===== src/hdl/smm_pkg.sv =====
`timescale 1ns / 1ps

package smm_pkg;

    // Field widths fixed by the interface.
    localparam int unsigned VAL_W  = 32;
    localparam int unsigned POS_W  = 32;
    localparam int unsigned FEAT_W = 3;
    localparam int unsigned DATA_W = 32;
    localparam int unsigned ADDR_W = 3;

    // Default feature count, and the most results one close can emit.
    localparam int unsigned FEATURES_DEF = 8;
    localparam int unsigned EMIT_LIMIT   = 8;

    // Command codes of an input transaction.
    localparam logic CMD_ELEM  = 1'b0;
    localparam logic CMD_CLOSE = 1'b1;

    // Reduction kinds held in the mode register.
    localparam logic MODE_MIN = 1'b0;
    localparam logic MODE_MAX = 1'b1;

    // Register indexes (byte address is four times the index).
    localparam logic [ADDR_W-3:0] REG_MODE = 1'b0;
    localparam logic [ADDR_W-3:0] REG_FILL = 1'b1;

    // Control states.
    typedef enum logic {
        ST_IDLE,
        ST_DRAIN
    } smm_state_t;

    // One stored entry of a cell.
    typedef struct packed {
        logic              seen;
        logic [VAL_W-1:0]  value;
        logic [POS_W-1:0]  position;
    } smm_entry_t;

    // Element broadcast to every cell.
    typedef struct packed {
        logic              valid;
        logic              mode;
        logic [VAL_W-1:0]  value;
        logic [FEAT_W-1:0] feature;
        logic [POS_W-1:0]  position;
    } smm_elem_t;

endpackage


===== src/hdl/segmented_min_max_with_arg.sv =====
`timescale 1ns / 1ps

// Channel   Handshake              Payload
// input     in_valid / in_ready    cmd, value, feature, position
// output    out_valid / out_ready  out_value, out_position, out_feature, last
// config    APB (psel, penable)    paddr, pwdata, prdata
//
// An element transaction is folded into its feature's cell at the accepting
// edge, so elements can follow back to back. A close transaction starts a
// drain of min(FEATURES, 8) results with input held off, one result per cycle
// unless the output stalls; the close passes through the state register and
// each result through the output register. A stalled output holds the chain
// in place. Reset clears control, seen flags and registers only.

module segmented_min_max_with_arg #(
    parameter int unsigned FEATURES = smm_pkg::FEATURES_DEF
) (
    input  logic                        clk,
    input  logic                        rst_n,
    // Input channel
    input  logic                        in_valid,
    output logic                        in_ready,
    input  logic                        cmd,
    input  logic signed [smm_pkg::VAL_W-1:0]  value,
    input  logic [smm_pkg::FEAT_W-1:0]  feature,
    input  logic [smm_pkg::POS_W-1:0]   position,
    // Output channel
    output logic                        out_valid,
    input  logic                        out_ready,
    output logic signed [smm_pkg::VAL_W-1:0]  out_value,
    output logic [smm_pkg::POS_W-1:0]   out_position,
    output logic [smm_pkg::FEAT_W-1:0]  out_feature,
    output logic                        last,
    // Configuration port
    input  logic                        psel,
    input  logic                        penable,
    input  logic                        pwrite,
    input  logic [smm_pkg::ADDR_W-1:0]  paddr,
    input  logic [smm_pkg::DATA_W-1:0]  pwdata,
    output logic [smm_pkg::DATA_W-1:0]  prdata,
    output logic                        pready
);
    import smm_pkg::*;

    localparam int unsigned NCELL = (FEATURES < EMIT_LIMIT) ? FEATURES : EMIT_LIMIT;
    localparam int unsigned CNT_W = (NCELL > 1) ? $clog2(NCELL) : 1;
    localparam logic [CNT_W-1:0] CNT_LAST = CNT_W'(NCELL - 1);

    smm_state_t        state_reg;
    smm_state_t        state_next;
    logic [CNT_W-1:0]  cnt_reg;
    logic [CNT_W-1:0]  cnt_next;
    logic              mode_reg;
    logic [POS_W-1:0]  fill_reg;

    logic              out_valid_reg;
    logic              out_valid_next;
    logic [VAL_W-1:0]  out_value_reg;
    logic [POS_W-1:0]  out_position_reg;
    logic [FEAT_W-1:0] out_feature_reg;
    logic              last_reg;

    logic              in_fire;
    logic              out_space;
    logic              shift;
    logic              cfg_write;
    smm_elem_t         elem;
    smm_entry_t        cell_q [NCELL];
    smm_entry_t        cell_from [NCELL];

    // Configuration registers.
    assign pready    = 1'b1;
    assign cfg_write = psel && penable && pwrite;

    always_ff @(posedge clk or negedge rst_n)
    begin
        if (!rst_n)
        begin
            mode_reg <= MODE_MIN;
            fill_reg <= '0;
        end
        else if (cfg_write)
        begin
            case (paddr[ADDR_W-1:2])
                REG_MODE: mode_reg <= pwdata[0];
                REG_FILL: fill_reg <= pwdata[POS_W-1:0];
                default:  ;
            endcase
        end
    end

    always_comb
    begin
        case (paddr[ADDR_W-1:2])
            REG_MODE: prdata = {{(DATA_W-1){1'b0}}, mode_reg};
            REG_FILL: prdata = fill_reg;
            default:  prdata = '0;
        endcase
    end

    // Handshake and element broadcast.
    assign in_ready  = (state_reg == ST_IDLE);
    assign in_fire   = in_valid && in_ready;
    assign out_space = !out_valid_reg || out_ready;
    assign shift     = (state_reg == ST_DRAIN) && out_space;

    assign elem.valid    = in_fire && (cmd == CMD_ELEM);
    assign elem.mode     = mode_reg;
    assign elem.value    = value;
    assign elem.feature  = feature;
    assign elem.position = position;

    // Row of cells; each hands its entry to its lower neighbour on a drain.
    genvar k;
    generate
        for (k = 0; k < NCELL; k++)
        begin : g_cell
            if (k == NCELL - 1)
            begin : g_end
                assign cell_from[k] = '0;
            end
            else
            begin : g_mid
                assign cell_from[k] = cell_q[k+1];
            end

            smm_cell #(
                .CELL_IDX (k)
            ) u_cell (
                .clk       (clk),
                .rst_n     (rst_n),
                .elem      (elem),
                .shift     (shift),
                .from_next (cell_from[k]),
                .entry     (cell_q[k])
            );
        end
    endgenerate

    // Drain sequencer.
    always_comb
    begin
        state_next = state_reg;
        cnt_next   = cnt_reg;
        case (state_reg)
            ST_IDLE:
            begin
                if (in_fire && (cmd == CMD_CLOSE))
                begin
                    state_next = ST_DRAIN;
                    cnt_next   = '0;
                end
            end
            ST_DRAIN:
            begin
                if (shift)
                begin
                    if (cnt_reg == CNT_LAST)
                    begin
                        state_next = ST_IDLE;
                        cnt_next   = '0;
                    end
                    else
                    begin
                        cnt_next = cnt_reg + 1'b1;
                    end
                end
            end
            default:
            begin
                state_next = ST_IDLE;
                cnt_next   = '0;
            end
        endcase
    end

    always_ff @(posedge clk or negedge rst_n)
    begin
        if (!rst_n)
        begin
            state_reg <= ST_IDLE;
            cnt_reg   <= '0;
        end
        else
        begin
            state_reg <= state_next;
            cnt_reg   <= cnt_next;
        end
    end

    // Output register: loaded from the head cell on every drain step.
    always_comb
    begin
        out_valid_next = out_valid_reg;
        if (shift)
        begin
            out_valid_next = 1'b1;
        end
        else if (out_ready)
        begin
            out_valid_next = 1'b0;
        end
    end

    always_ff @(posedge clk or negedge rst_n)
    begin
        if (!rst_n)
        begin
            out_valid_reg <= 1'b0;
        end
        else
        begin
            out_valid_reg <= out_valid_next;
        end
    end

    always_ff @(posedge clk)
    begin
        if (shift)
        begin
            out_value_reg    <= cell_q[0].seen ? cell_q[0].value : '0;
            out_position_reg <= cell_q[0].seen ? cell_q[0].position : fill_reg;
            out_feature_reg  <= FEAT_W'(cnt_reg);
            last_reg         <= (cnt_reg == CNT_LAST);
        end
    end

    assign out_valid    = out_valid_reg;
    assign out_value    = out_value_reg;
    assign out_position = out_position_reg;
    assign out_feature  = out_feature_reg;
    assign last         = last_reg;

endmodule


===== src/hdl/smm_cell.sv =====
`timescale 1ns / 1ps

module smm_cell #(
    parameter int unsigned CELL_IDX = 0
) (
    input  logic              clk,
    input  logic              rst_n,
    input  smm_pkg::smm_elem_t  elem,
    input  logic              shift,
    input  smm_pkg::smm_entry_t from_next,
    output smm_pkg::smm_entry_t entry
);
    import smm_pkg::*;

    logic             seen_reg;
    logic             seen_next;
    logic [VAL_W-1:0] value_reg;
    logic [VAL_W-1:0] value_next;
    logic [POS_W-1:0] position_reg;
    logic [POS_W-1:0] position_next;
    logic             hit;
    logic             better;

    // An element belongs to this cell when its feature matches the cell's column.
    assign hit = elem.valid && (elem.feature == FEAT_W'(CELL_IDX));

    // Strict improvement only, so the first element seen keeps a tie.
    always_comb
    begin
        if (!seen_reg)
        begin
            better = 1'b1;
        end
        else if (elem.mode == MODE_MAX)
        begin
            better = $signed(elem.value) > $signed(value_reg);
        end
        else
        begin
            better = $signed(elem.value) < $signed(value_reg);
        end
    end

    // During a drain the entry moves one cell towards the output.
    always_comb
    begin
        seen_next     = seen_reg;
        value_next    = value_reg;
        position_next = position_reg;
        if (shift)
        begin
            seen_next     = from_next.seen;
            value_next    = from_next.value;
            position_next = from_next.position;
        end
        else if (hit && better)
        begin
            seen_next     = 1'b1;
            value_next    = elem.value;
            position_next = elem.position;
        end
    end

    always_ff @(posedge clk or negedge rst_n)
    begin
        if (!rst_n)
        begin
            seen_reg <= 1'b0;
        end
        else
        begin
            seen_reg <= seen_next;
        end
    end

    always_ff @(posedge clk)
    begin
        value_reg    <= value_next;
        position_reg <= position_next;
    end

    assign entry.seen     = seen_reg;
    assign entry.value    = value_reg;
    assign entry.position = position_reg;

endmodule

===== config.mk =====
export PLATFORM = sky130hd
export DESIGN_NAME = segmented_min_max_with_arg
export DESIGN_NICKNAME = d
export VERILOG_FILES = /design/src/hdl/smm_pkg.sv /design/src/hdl/segmented_min_max_with_arg.sv /design/src/hdl/smm_cell.sv
export SDC_FILE = /design/constraint.sdc
export NUM_CORES = 1
export LEC_CHECK = 0
export ABC_AREA = 1
export BUFFER_PORTS_ARGS = -buffer_cell sky130_fd_sc_hd__buf_4
export CORE_ASPECT_RATIO = 1.75
export CORE_MARGIN = 2
export CORE_UTILIZATION = 36
export DETAILED_ROUTE_END_ITERATION = 10
export PLACE_DENSITY_LB_ADDON = 0.15
export SYNTH_ARGS = -nofsm -noshare
export SYNTH_HDL_FRONTEND = slang
export SYNTH_SLANG_ARGS = --single-unit

===== constraint.sdc =====
create_clock -name clk -period 4.34 [get_ports clk]
set_clock_uncertainty 0.05 [all_clocks]
set_input_delay 0.651 -clock clk [delete_from_list [all_inputs] [get_ports clk]]
set_output_delay 0.651 -clock clk [all_outputs]
set_load 0.05 [all_outputs]

==> impl_metrics.csv, run 1 <==
group,metric,value,unit
layout,fillCellCount,8782,
critical_path,arrival,3530,ps
route,drt_iter0_markers,1203,
sta,finalHoldViolCount,0,
clock_network,clock_latency,640,ps
route,vias,22600,
critical_path,cp.required,4680,ps
global_route,first_global_vias,22700,
synth,synth_seq_area_share,57.0,%
sta,tns,0,ps
worst_hold_path,hp-class,"in -> async",
critical_path,max_stage_delay,510,ps
power,p_leak,0.0170,µW
layout,area_growth,16.6,%
route,routedWlPerCell,17.4,µm
sta,post-route-period-util,73.4,%
critical_path,critPathSlowestCell,"nor4_1",
die,die_h,395,µm
global_route,overflow,0,
sta,relSlewSlack,38.1,%
die,die_w,227,µm
critical_path,crit_type,"reg -> reg",
route,drt_wl_total,82.8,mm
placement,hpwlAfterDp,57.0,mm
critical_path,cp_common_cell,"nand2_1",
synth,ys.flop_type,"edfxtp_1",
clock_network,post_cts_resized,0,
critical_path,crit_path_cell_trace,"inv_1 > ha_1 > nand2_1 > nor2_1 > nand2_1 > nor4_1 > buf_4 > a41oi_1 > nand3_1 > nand3_1 > nand2_1 > nand2_4 > buf_12 > buf_12",
placement,routabilityCongestion,0.795,
synth,synth.distinct_cells,34,
clock_network,cts_tree,"built",
power,ir_drop,312,µV
layout,fin_util,42.3,%
synth,syn_nets,3703,
route,dr.pass1.iters,5,
sta,min_period,3190,ps
clock_network,cts_root_buf,"clkbuf_16",
route,routed_via_density,4.75,
die,rows,143,
synth,synthArstFlopShare,7.35,%
critical_path,reg2reg_depth,14,
sta,max_freq,314,MHz
clock_network,h-tree-depth,3,
synth,synth_edf_count,516,
layout,final_nets,3906,
power,power.density,613,nW/µm²
critical_path,cp-end-kind,"flop",
sta,setup_viol,0,
die,io_pins,213,
synth,syn_inst,3335,
synth,yosys.area.top_type_share,49.3,%
synth,synth_common_cells,"974 x nand2_1, 516 x edfxtp_1, 486 x inv_1, 279 x o21ai_0, 258 x ha_1",
clock_network,cts_buffer_depth,3,
clock_network,numCtsBuffers,66,
global_route,grt_max_degree,130,
synth,synth_area,31400,µm²
layout,drive_above_1_share,10.1,%
die,die_area,89800,µm²
sta,worstMarginPinSlew,928,ps
route,drc,0,
status,outcome,"complete, no violations",
synth,yosys_warnings,0,
global_route,grt_usage,18.9,%
synth,syn_area_per_cell,9.43,µm²
die,initial_core_util,36.2,%
clock_network,post_cts_buffers,0,
synth,yosysMostFrequentCell,"nand2_1",
synth,yosys.area.top_type,"edfxtp_1",
global_route,antenna_found_initial,6,
sta,drv_slew,0,
global_route,grt_first_pass_wirelength,129,mm
route,postRouteAntennaNets,0,
sta,rsz0062_at_grt,"no",
synth,yosys_register_bits,626,
critical_path,cp-start-kind,"flop",
clock_network,clkTransAtPathRegs,70,ps
placement,io_buffers,209,
synth,synth.area.top_cells,"edfxtp_1 49%, nand2_1 12%, ha_1 10%, inv_1 5.8%, o21ai_0 4.4%",
clock_network,cts_hold_buf,0,
run,cap_violations,0,
clock_network,cts_num_sinks,626,
die,core_area,86800,µm²
critical_path,critPathMaxFanout,19,
power,power,22500,µW
## final cells by class
cell class | count | area [µm²] | area share [%]
Inverter | 489 | 1840 | 5.02
Timing Repair Buffer | 252 | 2150 | 5.87
Antenna cell | 3 | 7.51 | 0.0205
Sequential cell | 626 | 17900 | 48.9
Clock buffer | 101 | 1930 | 5.25
Multi-Input combinational cell | 2103 | 11200 | 30.6
Tap cell | 1160 | 1450 | 3.96
Clock inverter | 19 | 150 | 0.409
## layer usage
| layer | track usage (%) | wire [µm] | up-vias |
|---|---|---|---|
| met1 | 21.8 | 33400 | 10700 |
| li1 | - | - | 11400 |
| met5 | 0 | 50 | - |
| met4 | 7.06 | 2440 | 8 |
| met2 | 34.6 | 43600 | 329 |
| met3 | 3.25 | 3310 | 113 |
## where the power goes
part	total [µW]	internal (µW)	leakage (µW)	switching, µW
logic	7200	2160	0.00987	5030
clock network	5600	3190	0.00102	2410
registers	9690	9040	0.00615	651
total	22500	14400	0.0170	8100
## cells in the final DEF (no fill, tap or decap), types with 20 or more instances in the layout
cell,synthesis,routed
nand2_1,974,965
edfxtp_1,516,516
inv_1,486,485
o21ai_0,279,279
ha_1,258,258
buf_4,2,231
a21oi_1,208,208
nor2_1,186,186
nand3_1,127,127
clkbuf_16,0,69
dfxtp_1,64,64
dfrtp_1,46,45
clkbuf_1,79,24
buf_12,0,21
nand4_1,20,20
## through the flow
step	cell area [µm²]	worst slack (ps)	hold WS (ps)	instances
CTS	36700	1080	65.3	4750
global placement	34600	591	409	4630
finish	36700	1150	67.9	4753
detailed placement	34600	620	417	4630
global route	36700	1040	104	4752
floorplan	31400	537	305	3335
## logic make-up (layout without fill, tap and decap cells)
family / after synthesis / count (layout) / synth area share [%]
multiplexers: 1 / 1 / 0.0358
adder cells (fa/ha/maj): 258 / 258 / 10.3
AO/OA/AOI/OAI: 513 / 513 / 8.36
other: 1 / 4 / 0.0119
flip-flops: 626 / 626 / 57.0
AND/OR/NAND/NOR: 1330 / 1330 / 16.7
buffers and inverters: 606 / 861 / 7.60
## critical path, delay by kind of cell, from the launching register on
family | cells | cell delay (ps)
buffers and inverters | 4 | 690
adders and majority gates | 1 | 280
and+or+nand+nor | 8 | 1410
DFF | 1 | 320
AOI/OAI and AO/OA | 1 | 210
## path summary, 6_finish.rpt
check	from	endpoint	slack, ps
max reg2reg	g_cell[5].u_cell.value_reg[31]$_DFFE_PP_	g_cell[5].u_cell.position_reg[1]$_DFFE_PP_	1150
max in group asynchronous	rst_n	g_cell[0].u_cell.seen_reg$_DFFE_PN0P_	3520
min in group clk	pwdata[28]	fill_reg[28]$_DFFE_PN0P_	210
min reg2reg	g_cell[7].u_cell.position_reg[8]$_SDFFE_PP0P_	g_cell[7].u_cell.position_reg[8]$_SDFFE_PP0P_	430
max	g_cell[5].u_cell.value_reg[31]$_DFFE_PP_	g_cell[5].u_cell.position_reg[1]$_DFFE_PP_	1150
min	rst_n	fill_reg[21]$_DFFE_PN0P_	70
Note: power is estimated with default switching activity, not from simulation.
==> run 2: changes to the inputs <==
Clock period 4.34 ns to 3.1 ns, I/O delays scaled along.
==> impl_metrics.csv, run 2 (synthesis gave the netlist of run 1 again) <==
group,metric,value,unit
placement,dp.cells,4691,
clock_network,post_cts_buffers,0,
sta,min_period,2880,ps
sta,setup_viol,0,
critical_path,cp.required,3390,ps
global_route,overflow,0,
layout,fin_cells,4835,
power,switching_share,36.4,%
layout,drive_above_1_share,11.4,%
run,cap_violations,0,
clock_network,numCtsBuffers,61,
route,routedWlPerCell,17.3,µm
route,drc,0,
critical_path,critPathSlowestCell,"edfxtp_1",
clock_network,cts_num_sinks,626,
critical_path,crit_path_cell_trace,"inv_1 > ha_1 > a21oi_1 > o21ai_0 > buf_4 > nand2_1 > nand2_1 > a21oi_1 > nand2_1 > nand2_1 > nand3_1 > nand3_1 > nand2_1 > nand2_4 > buf_12",
critical_path,cp.buffers_inverters,3,
layout,diodes,0,
clock_network,clock_latency,660,ps
die,initial_core_util,36.2,%
critical_path,cp-start-kind,"flop",
global_route,first_global_vias,22900,
die,die_h,395,µm
layout,design_area,37500,µm²
die,die_w,227,µm
layout,fin_util,43.2,%
power,p_leak,0.0175,µW
clock_network,clkTransAtPathRegs,70,ps
route,routed_via_density,4.76,
layout,final_cell_mix,"965 x nand2_1, 516 x edfxtp_1, 485 x inv_1, 279 x o21ai_0, 273 x buf_4",
sta,max_freq,347,MHz
power,clock_power_share,23.5,%
power,switching_power,11500,µW
clock_network,cts_tree,"built",
route,drt_iter0_markers,1266,
critical_path,crit_type,"reg -> reg",
sta,rsz0062_at_grt,"no",
critical_path,critPathMaxFanout,21,
route,dr.pass1.iters,5,
die,core_area,86800,µm²
layout,multi_input_area,11200,µm²
layout,final_common_cell,"nand2_1",
layout,area_growth,19.2,%
worst_hold_path,hp-class,"in -> reg",
global_route,grt_first_pass_wirelength,129,mm
power,ir_drop,471,µV
layout,seq_area,17900,µm²
sta,post-route-period-util,92.9,%
power,intPower,20100,µW
power,combPwrFrac,33.7,%
sta,drv_slew,0,
critical_path,cp-end-kind,"flop",
clock_network,cts_hold_buf,29,
power,seqPwrFrac,42.9,%
global_route,grt_usage,18.8,%
placement,routabilityCongestion,0.824,
clock_network,cts_buffer_depth,3,
sta,hold_ws,49.0,ps
die,io_pins,213,
route,vias,23000,
placement,hpwlAfterDp,60.9,mm
power,power.density,841,nW/µm²
placement,placed_area,35300,µm²
die,die_area,89800,µm²
clock_network,post_cts_resized,0,
critical_path,arrival,3170,ps
route,drt_wl_total,83.8,mm
sta,relSlewSlack,37.8,%
critical_path,max_stage_delay,410,ps
placement,io_buffers,209,
global_route,grt_max_degree,102,
sta,finalHoldViolCount,0,
clock_network,cts_root_buf,"clkbuf_16",
critical_path,cp_top_family,"simple AND/OR/NAND/NOR gates",
global_route,antenna_found_initial,2,
critical_path,cp_common_cell,"nand2_1",
sta,worstMarginPinSlew,933,ps
route,postRouteAntennaNets,0,
sta,fin_ws,221,ps
layout,fillCellCount,8679,
clock_network,h-tree-depth,2,
placement,pre_cts_ws,-37.6,ps
layout,final_nets,3991,
status,outcome,"complete, no violations",
die,rows,143,
==> run 2: power by group through the flow <==
| stage | clock network (µW) | registers (µW) | logic [µW] |
|---|---|---|---|
| after floorplan | 0 | 14700 | 5520 |
| after global placement | 0 | 13700 | 10600 |
| after detailed placement | 0 | 13700 | 10800 |
| after CTS | 7670 | 13600 | 10900 |
| after global routing | 7910 | 13800 | 12000 |
| final | 7400 | 13500 | 10600 |
==> run 2: stage by stage <==
step | total power, µW | setup TNS, ps
3_5_place_dp | 24500 | -2450
4_1_cts | 32100 | 0
3_3_place_gp | 24300 | -194
2_1_floorplan | 20300 | 0
6_report | 31500 | 0
5_1_grt | 33700 | 0
==> run 2: worst register-to-register path, delay by kind of cell, from the launching register on <==
kind | cells | cell delay [ps]
compound gates | 3 | 630
simple gates | 8 | 760
fa+ha+maj | 1 | 230
flops | 1 | 410
buf+inv | 3 | 470
==> run 2: final cells by class <==
| cell class | count | share of cell area (%) |
|---|---|---|
| well taps | 1160 | 3.87 |
| repair buffers | 342 | 8.38 |
| clock inverters | 25 | 0.611 |
| inverters | 489 | 4.92 |
| multi-input cells | 2103 | 29.9 |
| flip-flops and latches | 626 | 47.8 |
| clock buffers | 90 | 4.50 |
==> run 2: worst paths after layout <==
kind / startpoint / endpoint / slack (ps) / cells past startpoint
min: pwdata[0] / mode_reg$_DFFE_PN0P_ / 50 / 3
max: g_cell[0].u_cell.value_reg[25]$_DFFE_PP_ / g_cell[0].u_cell.position_reg[17]$_DFFE_PP_ / 220 / 15
max reg2reg: g_cell[0].u_cell.value_reg[25]$_DFFE_PP_ / g_cell[0].u_cell.position_reg[17]$_DFFE_PP_ / 220 / 15
max in group asynchronous: rst_n / g_cell[0].u_cell.seen_reg$_DFFE_PN0P_ / 1860 / 2
min reg2reg: g_cell[7].u_cell.value_reg[28]$_SDFFE_PP0P_ / g_cell[7].u_cell.value_reg[28]$_SDFFE_PP0P_ / 430 / 2
min in group asynchronous: rst_n / fill_reg[21]$_DFFE_PN0P_ / 430 / 2
==> run 2: per-layer routing <==
layer	vias to the layer above	routed length, µm	GRT usage [%]
met5	-	11	0
met4	2	1930	4.91
met3	97	2770	2.28
met2	356	45700	36.5
met1	11000	33300	21.4
li1	11600	-	-
